==> src/sv/ugbp_ram.sv <==
// generic single write port ram with registered read
module ugbp_ram #(
    parameter int WIDTH = 8,
    parameter int DEPTH = 64
) (
    input  logic                                   i_clk,
    input  logic                                   i_we,
    input  logic [(DEPTH > 1 ? $clog2(DEPTH) : 1)-1:0] i_waddr,
    input  logic [WIDTH-1:0]                       i_wdata,
    input  logic                                   i_re,
    input  logic [(DEPTH > 1 ? $clog2(DEPTH) : 1)-1:0] i_raddr,
    output logic [WIDTH-1:0]                       o_rdata
);

    logic [WIDTH-1:0] r_mem [DEPTH];
    logic [WIDTH-1:0] r_rdata;

    always_ff @(posedge i_clk) begin
        if (i_we) begin
            r_mem[i_waddr] <= i_wdata;
        end
        if (i_re) begin
            r_rdata <= r_mem[i_raddr];
        end
    end

    assign o_rdata = r_rdata;

endmodule

==> config.mk <==
export PLATFORM = sky130hd
export DESIGN_NAME = ugbp_ram
export DESIGN_NICKNAME = d
export VERILOG_FILES = /design/src/sv/ugbp_ram.sv
export SDC_FILE = /design/constraint.sdc
export NUM_CORES = 1
export LEC_CHECK = 0
export BUFFER_PORTS_ARGS = -buffer_cell sky130_fd_sc_hd__clkbuf_2
export CORE_AREA = 3 3 198 239
export DETAILED_ROUTE_END_ITERATION = 12
export DIE_AREA = 0 0 201 242
export PLACE_DENSITY_LB_ADDON = 0.25
export SLEW_MARGIN = 20
export SYNTH_ARGS = -nofsm -noshare
export SYNTH_HDL_FRONTEND = slang
export SYNTH_SLANG_ARGS = --single-unit
==> constraint.sdc <==
create_clock -name i_clk -period 3 [get_ports i_clk]
set_input_delay 0.6 -clock i_clk [delete_from_list [all_inputs] [get_ports i_clk]]
set_output_delay 0.6 -clock i_clk [all_outputs]
set_load 0.01 [all_outputs]
==> qor.txt, run 1 <==
WL/cell: 26.7 µm
DRT antenna net count: 0
Synth top cells by count: edfxtp_1 (520), mux4_2 (126), nor2_1 (83)
CTS root buf: clkbuf_16
CTS Buffer Depth: 3
slew of the pin with the lowest slew margin: 0.895 ns
min cycle time layout: 2.51 ns
First-pass DRT Iterations: 5
max-slew violations: 0
htree depth: 2
DPL Wire Length: 29.4 mm
Static Leak: 7.51 nW
outcome: complete, no violations
# resized after CTS: 0
Starting Density: 45.0%
startpoint types: input pin
PwrDens: 647 nW/µm²
nets: 1102
Final Hold Slack: 0.464 ns
Hold Path Class: in2reg
WP data arrival: 2.78 ns
placed insts: 1637
Area growth syn-to-layout: 15.9%
worst reg2reg path startpoint: r_mem[3][3]$_DFFE_PP_
drt via density: 5.63
count leader, synth: edfxtp_1
Post-Layout Cell Count: 1730
Mean Syn Cell Area: 21.5 µm²
total core area: 45000 µm²
fraction of registers with async set/reset: 0%
initial antenna violation count: 4
chip width: 201 µm
Residual DRC: 0
RSZ-0062 raised after global routing: no
Post-Route WL: 46.1 mm
largest net degree at the start of global routing: 65
Critical Path RT: 3.27 ns
Setup TNS: 0 ns
vias in the first global route: 10146
Synth area leader: edfxtp_1
IR drop worst, VDD: 0.385 mV
Unique masters post-synth: 39
origin of the worst setup path: i_raddr[0]
die extent in y: 242 µm
clk sink count: 520
Warnings, synthesis: 0
CTS Hold Buffers Added: 0
Synth Register Bits: 520
Crit Path Class: in2reg
Worst-Skew Late Latency: 0.57 ns
total track usage: 18.9%
FP Rows: 85
# Max-Cap Violations: 0
post-synthesis net count: 963
Seq/Total Area, Yosys: 77.1%
final hold violation count: 0
DRT iter0 DRCs: 824
Post-synth EDFFs: 520
io pins: 31
final setup fails: 0
gr ovfl total: 0
Top FF cell, synth: edfxtp_1
gpl congestion: 0.778
Cells after Synth: 940
vias: 9744
Final Cycle Share: 83.5%
port bufs: 30
post-CTS setup-driven buffer insertion count: 0
CP endpoint kind: flop
CTS tree: done
Fmax achieved: 399 MHz
clock slew at reported path FFs: 0.06 ns
hold path startpoint: i_re
Hold Path Stages: 1
CTS Buf Count: 49
crit path capture: o_rdata[3]$_DFFE_PP_
die area: 48600 µm²
Reg2Reg Capture Point: o_rdata[3]$_DFFE_PP_
Synth Cell Area: 20200 µm²
Yosys top cell area share: 77.1%
Worst slew margin: 38.8%
layout cell share with drive strength beyond 1: 31.5%
crit path max fanout: 23
Area contributors post-synth: edfxtp_1 (77%), mux4_2 (14%), nor2_1 (1.5%)
Fin Clk Skew: 0.0200 ns
first-pass GRT wire length: 68.6 mm
FF-to-FF setup slack: 0.78 ns
R2R depth: 4
[metal layers]
layer	track usage [%]	vias up	part of all wire, %
met3	3.63	88	5.8
met5	0.893	-	0.028
met4	6.37	2	3.0
met1	25.3	5142	41
li1	-	4209	-
met2	31.5	303	50
[kinds of logic after synthesis]
family	Yosys count	share of synthesized area [%]
AOI/OAI and AO/OA	54	2.06
buffers and inverters	51	1.56
and+or+nand+nor	153	3.37
muxes	162	15.9
DFF	520	77.1
[cell usage in the layout, fill, tap and decap left out, types with 12 or more instances in the layout]
master	Yosys	final
clkbuf_2	0	27
mux2_2	13	13
clkbuf_16	0	51
nand2_1	19	19
nor2b_1	14	14
mux2i_1	23	23
buf_4	13	99
nor2_1	83	83
clkinv_2	0	12
nand3_1	13	13
buf_12	2	12
edfxtp_1	520	520
mux4_2	126	126
[critical path: stages]
cell,delay (ns)
clkbuf_8,0.33
buf_12,0.22
mux4_2,0.50
nor2b_1,0.14
a2111oi_0,0.79
o41ai_1,0.17
[sequential cells by signal, summed over array words and instances (netlist names)]
name and count:
r_mem 512, o_rdata 8
[where the power goes]
part	internal, mW	switching [mW]	leakage (nW)
sequential	8.06	0.0221	4.69
combinational	0.318	0.471	2.02
clock	3.70	2.60	0.804
total	12.1	3.10	7.51
[stage by stage]
step / setup WS, ns / power [mW] / util [%] / area [µm²]
6_report: 0.494 / 15.2 / 52.2 / 23500
5_1_grt: 0.524 / 15.6 / 52.2 / 23500
4_1_cts: 0.609 / 15.3 / 52.1 / 23500
3_5_place_dp: 0.0289 / 9.03 / 48.5 / 21800
3_3_place_gp: 0.00209 / 9.02 / 48.5 / 21800
2_1_floorplan: 0.594 / 8.66 / - / 20200
[cell type report]
type	count	area, µm²
Sequential cell	520	15600
Antenna cell	3	7.51
Timing Repair Buffer	139	1130
Fill cell	3517	21500
Clock inverter	30	320
Tap cell	609	762
Multi-Input combinational cell	369	4320
Clock buffer	60	1310
[worst min-delay path by stage]
stage / to / slack (ns)
6_report: o_rdata[6]$_DFFE_PP_ / 0.46
5_1_grt: o_rdata[5]$_DFFE_PP_ / 0.44
4_1_cts: o_rdata[5]$_DFFE_PP_ / 0.43
3_5_place_dp: o_rdata[1]$_DFFE_PP_ / 0.91
3_3_place_gp: o_rdata[1]$_DFFE_PP_ / 0.90
2_1_floorplan: r_mem[0][0]$_DFFE_PP_ / 0.70
Note: power is estimated with default switching activity, not from simulation.
==> inputs of run 2 (changes only) <==
==> constraint.sdc (replaced) <==
create_clock -name i_clk -period 2.26 [get_ports i_clk]
set_input_delay 0.452 -clock i_clk [delete_from_list [all_inputs] [get_ports i_clk]]
set_output_delay 0.452 -clock i_clk [all_outputs]
set_load 0.01 [all_outputs]
==> run 2 against run 1 <==
Power is 28% higher. Critical path depth did not move. Clock skew is 0.0031 ns lower. Flip-flop and latch count is the same. Combinational power rose by 41%. Critical path type is now reg2reg. Critical endpoint is now o_rdata[4]$_DFFE_PP_. Largest cell class unchanged. Highest routed layer unchanged.
==> qor.txt, run 2 (synthesis gave the netlist of run 1 again) <==
slowest CP cell: mux4_2
Starting Density: 45.0%
chip width: 201 µm
startpoint types: flop
DRT antenna net count: 0
Int Power: 15.3 mW
max-slew violations: 0
Residual DRC: 0
vias: 9974
vias in the first global route: 10366
Crit Path Class: reg2reg
WP data arrival: 2.52 ns
outcome: complete, no violations
die extent in y: 242 µm
CTS root buf: clkbuf_16
max reg flops: 512
R2R depth: 6
Hold Path Sink: o_rdata[6]$_DFFE_PP_
drt via density: 5.62
PwrDens: 816 nW/µm²
total track usage: 19.1%
layout cell share with drive strength beyond 1: 33.9%
DPL Wire Length: 29.8 mm
final hold violation count: 0
Area growth syn-to-layout: 17.1%
Seq pwr share: 55.4%
CTS Buffer Depth: 3
worst reg2reg path startpoint: r_mem[24][4]$_DFFE_PP_
Post-Route WL: 46.5 mm
initial antenna violation count: 1
Place WS: -0.553 ns
Final Cycle Share: 98.3%
most flop-heavy register: r_mem
die area: 48600 µm²
CTS Hold Buffers Added: 0
total core area: 45000 µm²
diodes inserted: 0
hold path startpoint: i_re
Worst-Skew Late Latency: 0.57 ns
DRT iter0 DRCs: 881
WL/cell: 26.2 µm
FF-to-FF setup slack: 0.04 ns
post-CTS setup-driven buffer insertion count: 0
most frequent cells in the layout: edfxtp_1 (520), buf_4 (145), mux4_2 (126), nor2_1 (83), clkbuf_16 (51)
first-pass GRT wire length: 68.7 mm
Switching Share: 21.0%
slew of the pin with the lowest slew margin: 0.701 ns
# resized after CTS: 0
FP Rows: 85
CTS Buf Count: 49
commonest non-fill, non-tap cell in the layout: edfxtp_1
# Max-Cap Violations: 0
sw power: 4.07 mW
Static Leak: 7.68 nW
crit-path max cell delay: 0.47 ns
Fmax achieved: 450 MHz
RSZ-0062 raised after global routing: no
CTS tree: done
worst-path cell chain: mux4_2 > mux2_2 > o221a_2 > nor3_1 > buf_4 > o32ai_1
Hold Path Stages: 1
IR drop worst, VDD: 0.581 mV
clk sink count: 520
io pins: 31
Clock power frac: 38.9%
gr ovfl total: 0
port bufs: 30
htree depth: 2
setup ws final: 0.0375 ns
Hold Path Class: in2reg
Worst slew margin: 53.2%
nets: 1153
clock slew at reported path FFs: 0.06 ns
Critical Path RT: 2.56 ns
Pwr Total: 19.4 mW
CP endpoint kind: flop
combinational power share: 5.8%
First-pass DRT Iterations: 5
gpl congestion: 0.821
Fin Clk Skew: 0.0168 ns
filler instances: 3493
largest net degree at the start of global routing: 65
min cycle time layout: 2.22 ns
Reg2Reg Capture Point: o_rdata[4]$_DFFE_PP_
final setup fails: 0
crit path max fanout: 1
==> run 2: power by group through the flow <==
stage / clock network [mW] / registers (mW) / logic [mW]
after CTS: 7.68 / 10.7 / 1.13
after global placement: 0 / 10.9 / 1.12
after floorplan: 0 / 10.9 / 0.569
after global routing: 8.04 / 10.7 / 1.19
final: 7.53 / 10.7 / 1.11
after detailed placement: 0 / 10.9 / 1.13
==> run 2: per-layer routing <==
metal	routed length [µm]	up-vias	global-route usage [%]
li1	-	4301	-
met4	1250	2	5.58
met2	23700	284	32.5
met3	2350	65	2.80
met1	19300	5322	25.7
met5	20	-	0
==> run 2: through the flow <==
step	cell area [µm²]	util (%)	hold WS (ns)	cells	setup TNS, ns
2_1_floorplan	20200	-	0.551	940	0
3_3_place_gp	22300	49.5	0.862	1688	-3.18
3_5_place_dp	22300	49.5	0.851	1688	-3.36
4_1_cts	23700	52.7	0.251	1775	0
5_1_grt	23700	52.7	0.263	1775	0
6_report	23700	52.7	0.287	1775	0
==> run 2: final cells by class <==
class                      instances  area (µm²)  area share (%)
timing repair buffer             190        1580            6.65
tap                              609         762            3.21
multi-input combinational        369        4320            18.2
clock inverter                    25         129           0.543
clock buffer                      62        1320            5.56
sequential                       520       15600            65.8
==> run 2: how the worst max path moves through the flow <==
| stage | start | end | slack, ns |
|---|---|---|---|
| 4_1_cts | r_mem[24][4]$_DFFE_PP_ | o_rdata[4]$_DFFE_PP_ | 0.03 |
| 6_report | r_mem[24][4]$_DFFE_PP_ | o_rdata[4]$_DFFE_PP_ | 0.04 |
| 3_5_place_dp | i_raddr[0] | o_rdata[4]$_DFFE_PP_ | -0.55 |
| 3_3_place_gp | i_raddr[0] | o_rdata[7]$_DFFE_PP_ | -0.57 |
| 2_1_floorplan | i_raddr[1] | o_rdata[3]$_DFFE_PP_ | 0.002 |
| 5_1_grt | i_raddr[0] | o_rdata[4]$_DFFE_PP_ | 0.02 |
==> run 2: worst max-delay path, delay by kind of cell, from the launching register on <==
| kind | cells | cell delay, ns |
|---|---|---|
| and+or+nand+nor | 1 | 0.32 |
| DFF | 1 | 0.36 |
| AOI/OAI and AO/OA | 2 | 0.34 |
| buffers and inverters | 1 | 0.17 |
| muxes | 2 | 0.76 |
==> inputs of run 3 (changes only) <==
--- a/config.mk
+++ b/config.mk
@@ -5,10 +5,11 @@
 export SDC_FILE = /design/constraint.sdc
 export NUM_CORES = 1
 export LEC_CHECK = 0
+export ABC_AREA = 1
 export BUFFER_PORTS_ARGS = -buffer_cell sky130_fd_sc_hd__clkbuf_2
-export CORE_AREA = 3 3 198 239
+export CORE_AREA = 3 3 204 245
 export DETAILED_ROUTE_END_ITERATION = 12
-export DIE_AREA = 0 0 201 242
+export DIE_AREA = 0 0 207 248
 export PLACE_DENSITY_LB_ADDON = 0.25
 export SLEW_MARGIN = 20
 export SYNTH_ARGS = -nofsm -noshare
==> run 3 against run 2 <==
Sequential share of layout area down 1.2 points. Maximum frequency grew 29%. Utilization shrank 2.4 points. Sequential power barely moved. Critical endpoint is now o_rdata[6]. Clock-buffer cell count increased by 3. Critical path depth fell by 5.
==> qor.txt, run 3 <==
Fmax achieved: 581 MHz
drt via density: 5.44
Unique masters post-synth: 15
worst reg2reg path startpoint: r_mem[59][3]$_DFFE_PP_
diodes inserted: 0
Post-Route WL: 54.1 mm
htree depth: 2
Final Cycle Share: 76.2%
Synth top cells by count: nand2_1 (648), edfxtp_1 (520), nand3_1 (439)
Final Hold Slack: 0.297 ns
FF-to-FF setup slack: 0.77 ns
cell area after layout: 24100 µm²
layout cell share with drive strength beyond 1: 11.0%
fraction of registers with async set/reset: 0%
Hold Path Sink: o_rdata[4]$_DFFE_PP_
nets: 1911
fraction of the mapped netlist area in adder cells: 0%
worst path bufs/invs: 1
CTS root buf: clkbuf_16
Synth Register Bits: 520
CP endpoint kind: output port
most frequent cells in the layout: nand2_1 (648), edfxtp_1 (520), nand3_1 (439), buf_4 (96), nor2_1 (56)
post-CTS setup-driven buffer insertion count: 0
Critical Path RT: 1.81 ns
largest net degree at the start of global routing: 97
Top FF cell, synth: edfxtp_1
Reg2Reg Capture Point: o_rdata[3]$_DFFE_PP_
grt met1 use: 28.0%
min cycle time layout: 1.72 ns
Area growth syn-to-layout: 12.7%
max-slew violations: 0
Yosys top cell area share: 72.9%
total track usage: 20.8%
R2R depth: 8
setup ws final: 0.539 ns
WP data arrival: 1.27 ns
Cell Area, Placed: 22700 µm²
DRT antenna net count: 0
Post-synth EDFFs: 520
Post-Layout Cell Count: 2555
GR Util met3: 3.54%
CTS Hold Buffers Added: 0
final hold violation count: 0
initial antenna violation count: 0
GR Util met2: 35.0%
FP Rows: 88
die area: 51300 µm²
Worst slew margin: 47.6%
Fin Clk Skew: 0.0148 ns
crit path max fanout: 1
Static Leak: 8.80 nW
final setup fails: 0
io pins: 31
Mean Syn Cell Area: 11.9 µm²
slowest CP cell: edfxtp_1
CTS Buf Count: 50
placed insts: 2466
Warnings, synthesis: 0
First-pass DRT Iterations: 6
first-pass GRT wire length: 81.6 mm
Residual DRC: 0
crit-path max cell delay: 0.51 ns
Crit Path Class: reg2out
# resized after CTS: 0
Synth Cell Area: 21400 µm²
CTS tree: done
slew of the pin with the lowest slew margin: 0.786 ns
outcome: complete, no violations
Hold Path Class: in2reg
Starting Density: 44.6%
clock slew at reported path FFs: 0.06 ns
Area contributors post-synth: edfxtp_1 (73%), nand2_1 (11%), nand3_1 (10%)
Worst-Skew Late Latency: 0.59 ns
port bufs: 30
crit-path leading delay family: flip-flops
DPL Wire Length: 31.5 mm
gr ovfl total: 0
max reg flops: 512
clk sink count: 520
gpl congestion: 0.928
mux cell area share after synthesis: 0%
die extent in y: 248 µm
synthesized-area fraction occupied by and/or/nand/nor cells: 23.1%
post-synthesis net count: 1828
PwrDens: 821 nW/µm²
Seq/Total Area, Yosys: 72.9%
Compound-Gate Fraction of Synth Area: 0%
count leader, synth: nand2_1
most flop-heavy register: r_mem
RSZ-0062 raised after global routing: no
startpoint types: flop
Pwr Total: 19.8 mW
Place WS: 0.0903 ns
DRT iter0 DRCs: 1433
CTS Buffer Depth: 3
WL/cell: 21.2 µm
total core area: 48000 µm²
Cells after Synth: 1805
Synth area leader: edfxtp_1
filler instances: 4269
worst-path cell chain: clkbuf_2
vias in the first global route: 13337
xor/xnor cell area share of the yosys netlist: 0%
commonest non-fill, non-tap cell in the layout: nand2_1
# Max-Cap Violations: 0
Finished Core Util: 50.3%
largest family of logic cells by synthesized area: simple AND/OR/NAND/NOR gates
Setup TNS: 0 ns
IR drop worst, VDD: 0.432 mV
hold path startpoint: i_re
Hold Path Stages: 1
GRT busiest layer: met2
vias: 13893
chip width: 207 µm
-- run 3: cell count changes after synthesis, moves of 10 or more --
cell / before / now
nor2b_1: 14 / 0
buf_6: 4 / 35
mux4_2: 126 / 0
buf_2: 11 / 37
mux2i_1: 23 / 0
nor2_1: 83 / 56
mux2_2: 13 / 0
nand2_1: 19 / 648
inv_1: 0 / 10
nand3_1: 13 / 439
-- run 3: layer usage --
layer	wire (µm)	up-vias
li1	-	6507
met1	22600	6809
met3	3660	98
met5	0	-
met4	1450	0
met2	26400	479
-- run 3: worst reg2reg max path, delay by kind of cell (launching register included) --
family,cells,cell delay (ns)
and+or+nand+nor,8,0.86
DFF,1,0.39
-- run 3: cell families (layout without fill, tap and decap cells) --
family | after synthesis | after routing
buffers and inverters | 125 | 245
DFF | 520 | 520
and+or+nand+nor | 1160 | 1160
-- run 3: final cells by class --
cell class                 instances  area [µm²]  share of cell area [%]
timing repair buffer             144        1250                    5.20
sequential                       520       15600                    64.7
multi-input combinational       1160        4950                    20.5
clock inverter                    24         164                   0.679
clock buffer                      65        1330                    5.50
tap                              630         788                    3.26
inverter                          12        52.6                   0.218
-- run 3: worst max path at each step --
stage,cells after the start,slack [ns],startpoint,to
floorplan,3,0.04,i_we,r_mem[48][0]$_DFFE_PP_
global placement,10,0.11,i_raddr[1],o_rdata[7]$_DFFE_PP_
detailed placement,10,0.09,i_raddr[1],o_rdata[2]$_DFFE_PP_
CTS,1,0.53,o_rdata[4]$_DFFE_PP_,o_rdata[4]
global route,1,0.49,o_rdata[4]$_DFFE_PP_,o_rdata[4]
finish,1,0.54,o_rdata[6]$_DFFE_PP_,o_rdata[6]
-- run 3: where the power goes --
| part | internal (mW) | switching (mW) | leakage, nW |
|---|---|---|---|
| combinational | 0.358 | 0.941 | 3.38 |
| sequential | 10.7 | 0.0395 | 4.69 |
| clock | 4.35 | 3.45 | 0.734 |
| total | 15.4 | 4.43 | 8.80 |
